### src/rtl/asd_pkg.sv
`default_nettype none
// ----------------------------------------------------------------------------
// asd_pkg
// shared widths, register indexes and reset values of the step detector
// ----------------------------------------------------------------------------
package asd_pkg;

    // default sample width taken from each axis field
    localparam int SAMPLE_BITS_DEF = 16;

    // fixed datapath widths
    localparam int SUM_W   = 32;          // sum of squares
    localparam int ROOT_W  = 16;          // floor square root
    localparam int REM_W   = ROOT_W + 2;  // partial remainder of the root
    localparam int TIME_W  = 32;          // millisecond timestamp
    localparam int COUNT_W = 32;          // running step count

    // configuration port
    localparam int CFG_W     = 16;
    localparam int CFG_IDX_W = 1;

    localparam logic [CFG_IDX_W-1:0] CFG_MAG_THRESHOLD = 1'd0;
    localparam logic [CFG_IDX_W-1:0] CFG_MIN_INTERVAL  = 1'd1;

    localparam logic [CFG_W-1:0] MAG_THRESHOLD_RST = 16'd7000;
    localparam logic [CFG_W-1:0] MIN_INTERVAL_RST  = 16'd400;

endpackage : asd_pkg
`default_nettype wire

### src/rtl/asd_sumsq.sv
`default_nettype none
// ----------------------------------------------------------------------------
// asd_sumsq
// sum of squares of three axis samples with one shared multiplier
// ----------------------------------------------------------------------------
module asd_sumsq #(
    parameter int SAMPLE_BITS = asd_pkg::SAMPLE_BITS_DEF
) (
    input  wire logic                          aclk,
    input  wire logic                          aresetn,
    input  wire logic                          start,
    input  wire logic [SAMPLE_BITS-1:0]        sample_x,
    input  wire logic [SAMPLE_BITS-1:0]        sample_y,
    input  wire logic [SAMPLE_BITS-1:0]        sample_z,
    output logic                               done,
    output logic [asd_pkg::SUM_W-1:0]          sum
);

    localparam logic [1:0] AXIS_X = 2'd0;
    localparam logic [1:0] AXIS_Y = 2'd1;
    localparam logic [1:0] AXIS_Z = 2'd2;

    logic                         busy_reg,  busy_next;
    logic                         done_reg,  done_next;
    logic [1:0]                   axis_reg,  axis_next;
    logic [asd_pkg::SUM_W-1:0]    acc_reg,   acc_next;

    logic [SAMPLE_BITS-1:0]       sel_sample;
    logic [SAMPLE_BITS-1:0]       abs_sample;
    logic [2*SAMPLE_BITS-1:0]     square;

    // axis select, magnitude and square
    always_comb begin
        unique case (axis_reg)
            AXIS_X:  sel_sample = sample_x;
            AXIS_Y:  sel_sample = sample_y;
            AXIS_Z:  sel_sample = sample_z;
            default: sel_sample = sample_z;
        endcase
        abs_sample = sel_sample[SAMPLE_BITS-1] ? (~sel_sample + SAMPLE_BITS'(1)) : sel_sample;
        square     = abs_sample * abs_sample;
    end

    always_comb begin
        busy_next = busy_reg;
        done_next = 1'b0;
        axis_next = axis_reg;
        acc_next  = acc_reg;
        if (start) begin
            busy_next = 1'b1;
            axis_next = AXIS_X;
            acc_next  = '0;
        end else if (busy_reg) begin
            acc_next = acc_reg + asd_pkg::SUM_W'(square);
            if (axis_reg == AXIS_Z) begin
                busy_next = 1'b0;
                done_next = 1'b1;
            end else begin
                axis_next = axis_reg + 2'd1;
            end
        end
    end

    always_ff @(posedge aclk) begin
        if (!aresetn) begin
            busy_reg <= 1'b0;
            done_reg <= 1'b0;
            axis_reg <= AXIS_X;
        end else begin
            busy_reg <= busy_next;
            done_reg <= done_next;
            axis_reg <= axis_next;
        end
        acc_reg <= acc_next;
    end

    assign done = done_reg;
    assign sum  = acc_reg;

endmodule : asd_sumsq
`default_nettype wire

### src/rtl/asd_sqrt.sv
`default_nettype none
// ----------------------------------------------------------------------------
// asd_sqrt
// floor square root, one result bit per cycle (restoring digit recurrence)
// ----------------------------------------------------------------------------
module asd_sqrt (
    input  wire logic                          aclk,
    input  wire logic                          aresetn,
    input  wire logic                          start,
    input  wire logic [asd_pkg::SUM_W-1:0]     radicand,
    output logic                               done,
    output logic [asd_pkg::ROOT_W-1:0]         root
);

    localparam int CNT_W = $clog2(asd_pkg::ROOT_W);
    localparam logic [CNT_W-1:0] LAST_STEP = CNT_W'(asd_pkg::ROOT_W - 1);

    logic                          busy_reg, busy_next;
    logic                          done_reg, done_next;
    logic [CNT_W-1:0]              cnt_reg,  cnt_next;
    logic [asd_pkg::SUM_W-1:0]     op_reg,   op_next;
    logic [asd_pkg::REM_W-1:0]     rem_reg,  rem_next;
    logic [asd_pkg::ROOT_W-1:0]    root_reg, root_next;

    logic [asd_pkg::REM_W-1:0]     rem_shift;
    logic [asd_pkg::REM_W-1:0]     trial;

    // bring down the next two radicand bits and try a one digit
    assign rem_shift = {rem_reg[asd_pkg::REM_W-3:0], op_reg[asd_pkg::SUM_W-1 -: 2]};
    assign trial     = {root_reg, 2'b01};

    always_comb begin
        busy_next = busy_reg;
        done_next = 1'b0;
        cnt_next  = cnt_reg;
        op_next   = op_reg;
        rem_next  = rem_reg;
        root_next = root_reg;
        if (start) begin
            busy_next = 1'b1;
            cnt_next  = '0;
            op_next   = radicand;
            rem_next  = '0;
            root_next = '0;
        end else if (busy_reg) begin
            op_next = {op_reg[asd_pkg::SUM_W-3:0], 2'b00};
            if (rem_shift >= trial) begin
                rem_next  = rem_shift - trial;
                root_next = {root_reg[asd_pkg::ROOT_W-2:0], 1'b1};
            end else begin
                rem_next  = rem_shift;
                root_next = {root_reg[asd_pkg::ROOT_W-2:0], 1'b0};
            end
            if (cnt_reg == LAST_STEP) begin
                busy_next = 1'b0;
                done_next = 1'b1;
            end else begin
                cnt_next = cnt_reg + CNT_W'(1);
            end
        end
    end

    always_ff @(posedge aclk) begin
        if (!aresetn) begin
            busy_reg <= 1'b0;
            done_reg <= 1'b0;
            cnt_reg  <= '0;
        end else begin
            busy_reg <= busy_next;
            done_reg <= done_next;
            cnt_reg  <= cnt_next;
        end
        op_reg   <= op_next;
        rem_reg  <= rem_next;
        root_reg <= root_next;
    end

    assign done = done_reg;
    assign root = root_reg;

endmodule : asd_sqrt
`default_nettype wire

### src/rtl/accel_step_detector_top.sv
`default_nettype none
// ----------------------------------------------------------------------------
// accel_step_detector_top
// step detector on three-axis acceleration magnitude
// ----------------------------------------------------------------------------
// Each accepted item (x, y, z sample and a millisecond tick) yields exactly one
// result item: a flag that says whether this sample counted a step and the
// running step count. The magnitude is the floor square root of x*x+y*y+z*z,
// where only the low SAMPLE_BITS bits of each axis are used, sign-extended.
// A step counts when the magnitude moved by more than magnitude_threshold
// since the previous sample and more than min_step_interval ms (modulo 2^32)
// went by since the last counted step; the first sample after reset only
// loads the previous magnitude. An item passes from acceptance to its
// result through the shared squaring multiplier, the start of the root
// unit, the bit-per-cycle root unit, the hand-over of the root to the
// sequencer and the decision. The input is not ready while an item is in
// flight; it is ready again the cycle after the result is written, even
// while that result waits on m_ready. If the earlier result is still waiting
// when the next item finishes, that item holds in the decision state until
// the result is taken.
// Configuration writes are taken at any edge with cfg_wr_en high and should
// only be issued while the block is idle; unknown indexes are ignored.
// ----------------------------------------------------------------------------
module accel_step_detector_top #(
    parameter int SAMPLE_BITS = asd_pkg::SAMPLE_BITS_DEF
) (
    input  wire logic                             aclk,
    input  wire logic                             aresetn,

    // configuration write port
    input  wire logic                             cfg_wr_en,
    input  wire logic [asd_pkg::CFG_IDX_W-1:0]    cfg_index,
    input  wire logic [asd_pkg::CFG_W-1:0]        cfg_data,

    // sample items in
    input  wire logic                             s_valid,
    output logic                                  s_ready,
    input  wire logic signed [15:0]               s_accel_x,
    input  wire logic signed [15:0]               s_accel_y,
    input  wire logic signed [15:0]               s_accel_z,
    input  wire logic [asd_pkg::TIME_W-1:0]       s_time_ms,

    // result items out
    output logic                                  m_valid,
    input  wire logic                             m_ready,
    output logic                                  m_step_seen,
    output logic [asd_pkg::COUNT_W-1:0]           m_total_steps
);

    // sequencer states
    localparam logic [1:0] ST_IDLE   = 2'd0;   // ready for an item
    localparam logic [1:0] ST_SQ     = 2'd1;   // squaring and summing
    localparam logic [1:0] ST_ROOT   = 2'd2;   // root iterations
    localparam logic [1:0] ST_DECIDE = 2'd3;   // step test and result write

    logic [1:0]                     state_reg, state_next;

    // configuration registers
    logic [asd_pkg::CFG_W-1:0]      thr_reg, thr_next;
    logic [asd_pkg::CFG_W-1:0]      ivl_reg, ivl_next;

    // captured item
    logic [SAMPLE_BITS-1:0]         x_reg, y_reg, z_reg;
    logic [asd_pkg::TIME_W-1:0]     time_reg;

    // detector state
    logic [asd_pkg::ROOT_W-1:0]     prev_mag_reg,   prev_mag_next;
    logic [asd_pkg::TIME_W-1:0]     last_time_reg,  last_time_next;
    logic [asd_pkg::COUNT_W-1:0]    step_total_reg, step_total_next;
    logic                           primed_reg,     primed_next;

    // output register
    logic                           m_valid_reg,  m_valid_next;
    logic                           m_seen_reg,   m_seen_next;
    logic [asd_pkg::COUNT_W-1:0]    m_total_reg,  m_total_next;

    logic                           accept;
    logic                           sq_done;
    logic [asd_pkg::SUM_W-1:0]      sq_sum;
    logic                           rt_done;
    logic [asd_pkg::ROOT_W-1:0]     rt_root;

    logic [asd_pkg::ROOT_W-1:0]     mag_diff;
    logic [asd_pkg::TIME_W-1:0]     elapsed;
    logic                           step_hit;
    logic                           out_free;

    assign s_ready = (state_reg == ST_IDLE);
    assign accept  = s_valid && s_ready;

    // shared squaring multiplier, one axis per cycle
    asd_sumsq #(
        .SAMPLE_BITS (SAMPLE_BITS)
    ) u_sumsq (
        .aclk     (aclk),
        .aresetn  (aresetn),
        .start    (accept),
        .sample_x (x_reg),
        .sample_y (y_reg),
        .sample_z (z_reg),
        .done     (sq_done),
        .sum      (sq_sum)
    );

    // root unit, one result bit per cycle
    asd_sqrt u_sqrt (
        .aclk     (aclk),
        .aresetn  (aresetn),
        .start    (sq_done),
        .radicand (sq_sum),
        .done     (rt_done),
        .root     (rt_root)
    );

    // step test on the finished magnitude
    assign mag_diff = (rt_root >= prev_mag_reg) ? (rt_root - prev_mag_reg)
                                                : (prev_mag_reg - rt_root);
    assign elapsed  = time_reg - last_time_reg;
    assign step_hit = primed_reg
                      && (mag_diff > asd_pkg::ROOT_W'(thr_reg))
                      && (elapsed > asd_pkg::TIME_W'(ivl_reg));

    // a result may be written once the previous one is gone or leaving
    assign out_free = !m_valid_reg || m_ready;

    // configuration writes
    always_comb begin
        thr_next = thr_reg;
        ivl_next = ivl_reg;
        if (cfg_wr_en) begin
            unique case (cfg_index)
                asd_pkg::CFG_MAG_THRESHOLD: thr_next = cfg_data;
                asd_pkg::CFG_MIN_INTERVAL:  ivl_next = cfg_data;
                default: ;
            endcase
        end
    end

    // sequencer and detector state
    always_comb begin
        state_next      = state_reg;
        prev_mag_next   = prev_mag_reg;
        last_time_next  = last_time_reg;
        step_total_next = step_total_reg;
        primed_next     = primed_reg;
        m_valid_next    = m_valid_reg && !m_ready;
        m_seen_next     = m_seen_reg;
        m_total_next    = m_total_reg;

        unique case (state_reg)
            ST_IDLE: begin
                if (accept) begin
                    state_next = ST_SQ;
                end
            end
            ST_SQ: begin
                if (sq_done) begin
                    state_next = ST_ROOT;
                end
            end
            ST_ROOT: begin
                if (rt_done) begin
                    state_next = ST_DECIDE;
                end
            end
            ST_DECIDE: begin
                // hold here until the output register can take the result
                if (out_free) begin
                    state_next    = ST_IDLE;
                    prev_mag_next = rt_root;
                    primed_next   = 1'b1;
                    if (step_hit) begin
                        step_total_next = step_total_reg + asd_pkg::COUNT_W'(1);
                        last_time_next  = time_reg;
                    end
                    m_valid_next = 1'b1;
                    m_seen_next  = step_hit;
                    m_total_next = step_hit ? (step_total_reg + asd_pkg::COUNT_W'(1))
                                            : step_total_reg;
                end
            end
            default: begin
                state_next = ST_IDLE;
            end
        endcase
    end

    always_ff @(posedge aclk) begin
        if (!aresetn) begin
            state_reg      <= ST_IDLE;
            thr_reg        <= asd_pkg::MAG_THRESHOLD_RST;
            ivl_reg        <= asd_pkg::MIN_INTERVAL_RST;
            prev_mag_reg   <= '0;
            last_time_reg  <= '0;
            step_total_reg <= '0;
            primed_reg     <= 1'b0;
            m_valid_reg    <= 1'b0;
        end else begin
            state_reg      <= state_next;
            thr_reg        <= thr_next;
            ivl_reg        <= ivl_next;
            prev_mag_reg   <= prev_mag_next;
            last_time_reg  <= last_time_next;
            step_total_reg <= step_total_next;
            primed_reg     <= primed_next;
            m_valid_reg    <= m_valid_next;
        end
        m_seen_reg  <= m_seen_next;
        m_total_reg <= m_total_next;
        // capture the item payload on acceptance
        if (accept) begin
            x_reg    <= s_accel_x[SAMPLE_BITS-1:0];
            y_reg    <= s_accel_y[SAMPLE_BITS-1:0];
            z_reg    <= s_accel_z[SAMPLE_BITS-1:0];
            time_reg <= s_time_ms;
        end
    end

    assign m_valid       = m_valid_reg;
    assign m_step_seen   = m_seen_reg;
    assign m_total_steps = m_total_reg;

    // a new result only ever comes out of the decision state
    a_result_from_decide : assert property (@(posedge aclk) disable iff (!aresetn)
        $rose(m_valid_reg) |-> $past(state_reg) == ST_DECIDE)
        else $error("result item raised outside the decision state");

    // the root unit only finishes while the sequencer waits on it
    a_root_done_in_root : assert property (@(posedge aclk) disable iff (!aresetn)
        rt_done |-> state_reg == ST_ROOT)
        else $error("root unit finished outside the root state");

    // the first sample after reset never counts a step
    a_first_no_step : assert property (@(posedge aclk) disable iff (!aresetn)
        (state_reg == ST_DECIDE && !primed_reg) |-> !step_hit)
        else $error("step counted on the first sample");

    // a counted step advances the total by exactly one
    a_step_increments : assert property (@(posedge aclk) disable iff (!aresetn)
        (state_reg == ST_DECIDE && out_free && step_hit)
        |=> step_total_reg == $past(step_total_reg) + asd_pkg::COUNT_W'(1))
        else $error("step total did not advance by one");

endmodule : accel_step_detector_top
`default_nettype wire
### config.mk
export PLATFORM = sky130hd
export DESIGN_NAME = accel_step_detector_top
export DESIGN_NICKNAME = d
export VERILOG_FILES = /design/src/rtl/asd_pkg.sv /design/src/rtl/asd_sumsq.sv /design/src/rtl/asd_sqrt.sv /design/src/rtl/accel_step_detector_top.sv
export SDC_FILE = /design/constraint.sdc
export NUM_CORES = 1
export LEC_CHECK = 0
export BUFFER_PORTS_ARGS = -buffer_cell sky130_fd_sc_hd__buf_4
export CAP_MARGIN = 25
export CORE_AREA = 4 4 309 159
export DETAILED_ROUTE_END_ITERATION = 8
export DIE_AREA = 0 0 313 163
export GPL_TIMING_DRIVEN = 0
export PLACE_DENSITY = 0.78
export SLEW_MARGIN = 5
export SYNTH_ARGS = -nofsm -noshare
export SYNTH_HDL_FRONTEND = slang
export SYNTH_SLANG_ARGS = --single-unit
### constraint.sdc
create_clock -name aclk -period 8.8 [get_ports aclk]
set_clock_uncertainty 0.2 [all_clocks]
set_input_delay 0.88 -clock aclk [delete_from_list [all_inputs] [get_ports aclk]]
set_output_delay 0.88 -clock aclk [all_outputs]
set_load 0.01 [all_outputs]
==> flow_summary.toml <==
[worst_hold_path]
hold-path-endpoint = "z_reg[14]$_DFFE_PP_"
hold_depth = 1
min_path_type = "input pin to flip-flop"
worstHoldStart = "s_accel_z[14]"

[cts]
h-tree-depth = 1
cts_sinks = 335
cts_inserted_buffers = 31
path_clk_slew_ps = 80
clock-root-buffer = "clkbuf_16"
ctsHoldBuffers = 0
clk_path_buf_depth = 3
clk_latency_ps = 610
cts_tree = "done"

[synthesis]
synth_adder_area_share_pct = 25.4
yosysWarnings = 0
synthMuxAreaShare_pct = 5.54
synth_flop_cell = "dfxtp_1"
synthDominantAreaCellType = "edfxtp_1"
async_flop_share_pct = 0
synth-xor-area-share_pct = 4.16
yosysUniqueCellTypes = 83
synthTopCellsByArea = "edfxtp_1, fa_1, dfxtp_1"
synth_simple_gate_area_share_pct = 14.2
synthTopCellsByCount = "inv_1, nand2_1, ha_1, nor2_1, fa_1"
synth_edf_count = 145
yosysTopAreaCellShare_pct = 16.5
netlist_area_mm2 = 0.0263
ys_seq_area_share_pct = 31.0
avgSynthCellArea_um2 = 9.22
ys_seq_elements = 335
synth_compound_area_share_pct = 11.2
synth_most_common_cell = "inv_1"
synth_top_family_by_area = "adder cells"
synthCells = 2854

[die]
coreArea_mm2 = 0.0464
num_rows = 56
chipHeight_um = 163
dieArea_mm2 = 0.0510
start_util_pct = 56.8
fp.dieW_um = 313
io_pins = 137

[route]
highest_layer = "met4"
via_count = 21900
wl_met2_um = 29500
wl_met3_um = 9920
first_pass_iters = 5
drt-initial-drc-count = 2487
ant_nets = 0
drc = 0
viasPerCell = 5.82
met1_length_um = 34200
routed_wl_um = 75300
wl_per_cell_um = 20.0

[layout]
nFillCells = 3546
final_nets = 3612
syn_to_final_growth_pct = 16.4
antenna-diode-count = 0
drive_gt1_share_pct = 14.4

[timing]
timing.hold.ws_ps = 236
tightest_slew_ps = 1050
worst_slack_ps = 134
setup_violations = 0
slew_violations = 0
slew_headroom_pct = 29.3
final-hold-violation-count = 0
tns_ps = 0
rsz0062_at_grt = "true"
post-route-period-util_pct = 98.5
min_period_ps = 8670
timing.fmax_ghz = 0.115

[worst_setup_path]
crit_slowest_cell = "fa_1"
worst_ep_arrival_time_ps = 8920
r2r-end = "u_sumsq.sum[30]$_SDFFE_PP0P_"
rr_startpoint = "u_sumsq.axis_reg[0]$_SDFFE_PP0P_"
cp_max_fo = 8
required_ps = 9050
worstSetupStartpoint = "u_sumsq.axis_reg[0]$_SDFFE_PP0P_"
reg2reg_slack_ps = 130
worstRegToRegCells = 35
startpoint_type = "flip-flop"
max_stage_delay_ps = 540
crit_type = "flip-flop to flip-flop"
end_kind = "flip-flop"

[placed_design]
place.gp.congestion = 0.949
dp_slack_ps = -2060
dp_hpwl_um = 57400
port_buffers = 135

[global_routing]
grt_pass1_wl_um = 116000
grt_pass1_vias = 21400
grt_max_degree = 66
antenna_found_initial = 0
grt-ovfl-total = 0
grt_usage_pct = 28.7

[run]
drv_cap = 0

[status]
outcome = "finished clean"
final cells by class:
type	instances	area, um2	area share, %
flip-flops and latches	335	8160	26.6
repair buffers	203	1600	5.23
inverters	469	1800	5.86
clock inverters	19	216	0.706
multi-input cells	1951	16700	54.4
plain buffers	102	537	1.75
well taps	638	798	2.60
clock buffers	38	875	2.85
timing repair:
item,in CTS,in global routing
buffers inserted,35,28
setup endpoints to repair,21,9
gates resized for setup,117,70
endpoints found under the hold margin,0,0
pin swaps,15,41
per-layer routing:
metal  vias up  track usage [%]
met4         0             4.78
met1     10600             44.9
met5         -                0
li1       9916                -
met2      1186             39.4
met3       164             8.44
worst max path at each step:
stage | depth (start not counted) | slack [ps] | endpoint
floorplan | 34 | 60 | u_sumsq.sum[28]$_SDFFE_PP0P_
global placement | 36 | -2090 | u_sumsq.sum[29]$_SDFFE_PP0P_
detailed placement | 36 | -2060 | u_sumsq.sum[29]$_SDFFE_PP0P_
CTS | 34 | 9 | u_sumsq.sum[30]$_SDFFE_PP0P_
global route | 35 | -90 | u_sumsq.sum[30]$_SDFFE_PP0P_
finish | 35 | 130 | u_sumsq.sum[30]$_SDFFE_PP0P_
critical path: cells and delay by family, from the launching register on:
kind            cells  cell delay, ps
fa+ha+maj           8            3010
compound gates     13            2770
buf+inv             6             490
flops               1             340
simple gates        6            1080
xor+xnor            2             600
through the flow:
step	instances	cell area (um2)	utilization (%)
after global placement	3635	28200	60.7
final	3755	30700	66.1
after detailed placement	3640	28300	60.9
after global routing	3755	30700	66.1
after CTS	3729	30100	65.0
after floorplan	2862	26400	-
cells in the final DEF, fill, tap and decap left out, types with 15 or more instances in the layout:
master / count
nand4_1: 28
a21o_1: 33
nor2_1: 195
clkbuf_1: 65
o21a_1: 21
nand3_1: 32
clkbuf_16: 34
o211ai_1: 19
dfxtp_1: 188
mux2_2: 38
nand2_1: 333
edfxtp_1: 145
nor3b_1: 21
inv_1: 454
o21ai_0: 45
nor2b_1: 20
xor2_1: 49
mux2i_1: 103
fa_1: 191
ha_1: 207
nor3_1: 41
and3_1: 30
a21oi_1: 136
a211oi_1: 28
buf_4: 195
xnor2_1: 61
a22o_1: 15
nand2b_1: 33
cell families after synthesis:
kind of cell | count (synthesis)
AOI/OAI and AO/OA | 439
xor gates and xnor gates | 125
adders and majority gates | 417
buffers and inverters | 576
DFF | 335
muxes | 141
other | 2
and+or+nand+nor | 819
Power is left out: the tool's default activity adds up to more than one toggle a clock period on the data nets, which glitch-free logic cannot reach.
